--- src/hw/rtl/ldfb_pkg.sv ---
// ----------------------------------------------------------------------------
// ldfb_pkg: shared types for the line drawing framebuffer
// Request kinds, controller states and the command/status bundles that join
// the controller to the datapath.
// ----------------------------------------------------------------------------
package ldfb_pkg;

    // Pixel rows held by one store byte, and the shift that selects the page
    localparam int PAGE_ROWS  = 8;
    localparam int PAGE_SHIFT = 3;

    typedef enum logic [1:0] {
        KIND_PLOT  = 2'd0,
        KIND_LINE  = 2'd1,
        KIND_CLEAR = 2'd2,
        KIND_READ  = 2'd3
    } kind_t;

    typedef enum logic [2:0] {
        S_CLEAR,
        S_IDLE,
        S_SETUP_A,
        S_SETUP_B,
        S_PIX_RD,
        S_PIX_WR,
        S_RD_MEM,
        S_RD_OUT
    } state_t;

    typedef struct packed {
        logic load;       // capture request fields
        logic setup_a;    // deltas and magnitudes
        logic setup_b;    // major axis, start point, error terms
        logic pix_read;   // fetch the byte under the current pixel
        logic pix_write;  // write back the modified byte
        logic advance;    // step to the next pixel of the walk
        logic clr_write;  // zero one store byte, bump the sweep counter
        logic clr_rst;    // rewind the sweep counter
        logic rd_issue;   // fetch the byte for a read request
        logic out_load;   // move fetched byte into the result register
    } cmd_t;

    typedef struct packed {
        logic on_screen;  // current pixel lies inside the screen
        logic more;       // walk has pixels left after the current one
        logic clr_last;   // sweep counter is at the last store byte
    } status_t;

endpackage

--- src/hw/rtl/ldfb_ctrl.sv ---
// ----------------------------------------------------------------------------
// ldfb_ctrl: request sequencer for the line drawing framebuffer
// Accepts requests, runs the clear sweep, the pixel read-modify-write walk
// and the read path, and owns the result valid flag.
// ----------------------------------------------------------------------------
module ldfb_ctrl (
    input  logic              clk,
    input  logic              rst_n,
    input  logic              in_valid,
    output logic              in_ready,
    input  logic [1:0]        kind,
    output logic              out_valid,
    input  logic              out_ready,
    output ldfb_pkg::cmd_t    cmd,
    input  ldfb_pkg::status_t status
);

    ldfb_pkg::state_t state_reg, state_next;
    logic             out_valid_reg, out_valid_next;

    assign in_ready  = state_reg == ldfb_pkg::S_IDLE;
    assign out_valid = out_valid_reg;

    always_ff @(posedge clk or negedge rst_n)
    begin
        if (!rst_n)
        begin
            state_reg     <= ldfb_pkg::S_CLEAR;
            out_valid_reg <= 1'b0;
        end
        else
        begin
            state_reg     <= state_next;
            out_valid_reg <= out_valid_next;
        end
    end

    always_comb
    begin
        state_next     = state_reg;
        cmd            = '0;
        out_valid_next = out_valid_reg && !out_ready;

        unique case (state_reg)
            ldfb_pkg::S_CLEAR:
            begin
                cmd.clr_write = 1'b1;
                if (status.clr_last)
                begin
                    state_next = ldfb_pkg::S_IDLE;
                end
            end
            ldfb_pkg::S_IDLE:
            begin
                cmd.clr_rst = 1'b1;
                if (in_valid)
                begin
                    cmd.load = 1'b1;
                    unique case (ldfb_pkg::kind_t'(kind))
                        ldfb_pkg::KIND_PLOT,
                        ldfb_pkg::KIND_LINE:  state_next = ldfb_pkg::S_SETUP_A;
                        ldfb_pkg::KIND_CLEAR: state_next = ldfb_pkg::S_CLEAR;
                        ldfb_pkg::KIND_READ:  state_next = ldfb_pkg::S_RD_MEM;
                        default:              state_next = ldfb_pkg::S_IDLE;
                    endcase
                end
            end
            ldfb_pkg::S_SETUP_A:
            begin
                cmd.setup_a = 1'b1;
                state_next  = ldfb_pkg::S_SETUP_B;
            end
            ldfb_pkg::S_SETUP_B:
            begin
                cmd.setup_b = 1'b1;
                state_next  = ldfb_pkg::S_PIX_RD;
            end
            ldfb_pkg::S_PIX_RD:
            begin
                if (status.on_screen)
                begin
                    cmd.pix_read = 1'b1;
                    state_next   = ldfb_pkg::S_PIX_WR;
                end
                else if (status.more)
                begin
                    // skip off-screen pixel
                    cmd.advance = 1'b1;
                end
                else
                begin
                    state_next = ldfb_pkg::S_IDLE;
                end
            end
            ldfb_pkg::S_PIX_WR:
            begin
                cmd.pix_write = 1'b1;
                if (status.more)
                begin
                    cmd.advance = 1'b1;
                    state_next  = ldfb_pkg::S_PIX_RD;
                end
                else
                begin
                    state_next = ldfb_pkg::S_IDLE;
                end
            end
            ldfb_pkg::S_RD_MEM:
            begin
                cmd.rd_issue = 1'b1;
                state_next   = ldfb_pkg::S_RD_OUT;
            end
            ldfb_pkg::S_RD_OUT:
            begin
                // hold until the result register is free
                if (!out_valid_reg || out_ready)
                begin
                    cmd.out_load   = 1'b1;
                    out_valid_next = 1'b1;
                    state_next     = ldfb_pkg::S_IDLE;
                end
            end
            default:
            begin
                state_next = ldfb_pkg::S_IDLE;
            end
        endcase
    end

`ifndef SYNTH
    a_write_after_read: assert property (@(posedge clk) disable iff (!rst_n)
        cmd.pix_write |-> $past(cmd.pix_read))
        else $error("pixel write without preceding read");

    a_advance_has_more: assert property (@(posedge clk) disable iff (!rst_n)
        cmd.advance |-> status.more)
        else $error("walk advanced past its end");

    a_result_not_lost: assert property (@(posedge clk) disable iff (!rst_n)
        (state_reg == ldfb_pkg::S_RD_OUT && out_valid_reg && !out_ready)
        |=> (state_reg == ldfb_pkg::S_RD_OUT && out_valid_reg))
        else $error("pending result overwritten");

    a_read_goes_out: assert property (@(posedge clk) disable iff (!rst_n)
        (in_valid && in_ready && kind == ldfb_pkg::KIND_READ)
        |=> ##1 state_reg == ldfb_pkg::S_RD_OUT)
        else $error("read request did not reach the result stage");
`endif

endmodule

--- config.mk ---
export PLATFORM = sky130hd
export DESIGN_NAME = ldfb_ctrl
export DESIGN_NICKNAME = d
export VERILOG_FILES = /design/src/hw/rtl/ldfb_pkg.sv /design/src/hw/rtl/ldfb_ctrl.sv
export SDC_FILE = /design/constraint.sdc
export NUM_CORES = 1
export LEC_CHECK = 0
export BUFFER_PORTS_ARGS = -buffer_cell sky130_fd_sc_hd__buf_2
export CAP_MARGIN = 0
export CORE_AREA = 2 2 39 41
export DETAILED_ROUTE_END_ITERATION = 6
export DIE_AREA = 0 0 41 43
export GPL_TIMING_DRIVEN = 0
export PLACE_DENSITY = 0.58
export SYNTH_ARGS = -nofsm -noshare
export SYNTH_HDL_FRONTEND = slang
export SYNTH_SLANG_ARGS = --single-unit
--- constraint.sdc ---
create_clock -name clk -period 1.3 [get_ports clk]
set_clock_uncertainty 0.2 [all_clocks]
set_input_delay 0.26 -clock clk [delete_from_list [all_inputs] [get_ports clk]]
set_output_delay 0.26 -clock clk [all_outputs]
set_load 0.01 [all_outputs]
==> summary.md <==
| Metric | Value |
|---|---|
| Yosys reg bits | 4 |
| HP Class | in -> reg |
| RSZ-0062 raised after global routing | true |
| Total core area | 1380 sq um |
| Mapped Cells | just over 40 |
| Combinational family with the most area after synthesis | simple AND/OR/NAND/NOR gates |
| Buf/Inv on CP | 3 |
| Post-Syn Area | between 300 and 400 sq um |
| Crit Path Max Fanout | 6 |
| Initial Utilization | 25.9% |
| Initial DRC count | 8 |
| # Max-Cap Violations | 0 |
| Leakage power | between 0.3 and 0.4 nW |
| Synth cell types | 26 |
| Area occupied by multi-input gates | 255 sq um |
| Syn Area/Cell | ~8.8 sq um |
| Min Clock Period, post-route | 1.64 ns |
| Primary FF master, synth | dfrtp_1 |
| H-Tree Level Count | 1 |
| # setup viols final | 13 |
| Fillers | 129 |
| Simple-gate area share of the yosys netlist | between 30% and 40% |
| Status | complete, but fails checks |
| Syn Nets | 50 |
| Area delta synth->final | 86.1% |
| DP Wirelength | 674 um |
| Ys Warns | 0 |
| Critical-path cell list | buf_6 -> buf_6 -> and3_4 -> buf_6 |
| Site row count | 14 |
| CP max stage cell | dfrtp_1 |
| Final hold viol count | 0 |
| Post-synthesis xor/xnor area fraction | 0% |
| Largest net degree at the start of global routing | 9 |
| Setup TNS | -3.63 ns |
| Vias in the first global route | 415 |
| Clock Latency Late Sink | 0.24 ns |
| WP data arrival | roughly 1.2 ns |
| Max FFs per register | 3 |
| Util after Layout | 48.3% |
| Post-synth ARST share | 100% |
| TritonCTS clock tree | yes |
| # nets final | between 80 and 90 |
| CP delay by family, top | flip-flops |
| Max_slew headroom | 86.1% |
| Longest Clk Path Bufs | 2 |
| First-pass GRT wire length | 1660 um |
| Antenna violations before repair | 0 |
| Vias per cell | 4.95 |
| Gr ovfl total | 0 |
| Non-Filler Instances | 91 |
| Tcrit/Tclk final | 126% |
| Synth Area in Adders | 0% |
| Post-route ant nets | 0 |
| Final WS setup | -0.338 ns |
| CP Capture Type | output port |
| CP Launch Type | flip-flop |
| Clock Pin Slew Worst Setup and Hold Paths | approximately 0.040 ns |
| Number of flops mapped to enable cells by yosys | 0 |
| Total number of vias | 450 |
| Die area | approximately 1800 sq um |
| Fmax achieved | 610 MHz |
| DRT Pass-1 Iters | 3 |
| Maximum VDD drop | 0.742 mV |
| Num CTS Buffers | 3 |
| Avg WL per Cell | 11.3 um |
| Num ports | 21 |
| P per Cell Area | between 2000 and 2500 nW/um^2 |
| Port Buf Inserts | 20 |
| Overall fraction of global-route tracks in use | 14.3% |
| Worst path required time | 0.84 ns |
| Final Max Tran Viols | 0 |
| Layout cell share with drive strength beyond 1 | 70.7% |
| Post-Place Cells | between 70 and 80 |
| Die width | between 40 and 50 um |
| Routability cong. | 0.720 |
| Slew @ Worst Pin | 0.207 ns |
| DRC errors left | 0 |
| Diode count | 0 |
| Failing checks | negative setup slack |
| Clock sink total | 4 |
| CTS Root Cell | clkbuf_4 |
| CP peak stage delay | 0.41 ns |
| Die height | 43 um |
| Register area | 100 sq um |
| Drt total wl | around 1000 um |
| Synth Area in Compound Gates | 20.2% |
| Sequential share of the synthesized area | 27.9% |
| Most used cell, CP | buf_6 |
| CP Class | reg -> out |
| Mux contribution to synthesized area | 2.79% |
-- routing by layer --
layer,part of all wire [%],GRT usage [%]
met5,0,0
met4,1.3,10.0
met3,2.9,3.14
met2,52,21.9
met1,44,16.7
-- through the flow --
stage | power (W) | worst slack [ns] | hold WS [ns] | cell area (sq um)
detailed placement | 0.00110 | -0.150 | -0.134 | 504
CTS | 0.00159 | -0.336 | 0.113 | 648
global route | 0.00175 | -0.372 | 0.141 | 668
finish | 0.00164 | -0.338 | 0.115 | 668
global placement | 0.00110 | -0.151 | -0.133 | 504
floorplan | 0.000879 | -0.0628 | -0.236 | 384
-- cells by family after synthesis --
group / after synthesis
buffers and inverters: 6
muxes: 1
AOI/OAI and AO/OA: 8
DFF: 4
and+or+nand+nor: 22
-- worst reg2reg max path: stages (launching register included) --
cell and delay (ns):
dfrtp_1 0.38, buf_6 0.16, buf_4 0.13, buf_4 0.11, nand2_2 0.04, a32o_2 0.26
o221ai_2 0.12
-- synth_stat cells, types with 2 or more instances --
library cell / instances / area (sq um)
nor2_1: 3 / 11.3
and3_1: 3 / 18.8
nor3_1: 5 / 25.0
nor2b_1: 2 / 12.5
and3_2: 2 / 15.0
buf_6: 2 / 22.5
dfrtp_1: 4 / 100
buf_4: 2 / 15.0
-- power by group --
part	internal, W	switching (W)	leakage [nW]	total, W
clock	0.000103	0.0000531	0.0138	0.000157
combinational	0.000708	0.000554	0.291	0.00126
sequential	0.000179	0.0000458	0.0509	0.000224
total	0.000991	0.000653	0.356	0.00164
-- area by class of cell --
type	instances	area share (%)
inverter	2	1.87
tap	16	3.00
sequential	4	15.0
buffer	4	6.74
clock buffer	3	3.37
multi-input combinational	31	38.2
timing repair buffer	31	31.8
-- final timing paths --
path	from	end	slack, ns	depth (start not counted)
max	state_reg[1]	cmd[8]	-0.34	4
min	out_ready	out_valid	0.12	3
max reg2reg	state_reg[0]	state_reg[2]	-0.16	6
min reg2reg	out_valid	out_valid	0.47	2
max in group asynchronous	rst_n	state_reg[0]	0.63	2
min in group asynchronous	rst_n	state_reg[2]	0.16	2
-- placed cells by master (no fill, tap or decap), drive strengths merged, types with 2 or more instances in the layout --
| cell | netlist | layout |
|---|---|---|
| nand3 | 2 | 2 |
| nor3 | 5 | 5 |
| buf | 4 | 34 |
| nand2 | 2 | 2 |
| nor2b | 2 | 2 |
| clkbuf | 0 | 3 |
| dfrtp | 4 | 4 |
| nand2b | 2 | 2 |
| inv | 2 | 2 |
| and3 | 5 | 5 |
| nor2 | 3 | 3 |
-- timing repair --
| item | in CTS | in global routing |
|---|---|---|
| setup buffers | 10 | 1 |
| endpoints found under the setup margin | 14 | 14 |
| hold buffers | 1 | 0 |
| pin swaps | 5 | 2 |
| endpoints found under the hold margin | 4 | 0 |
| gates resized for setup | 11 | 5 |
| gates cloned | 0 | 0 |
Note: power is estimated with default switching activity, not from simulation.
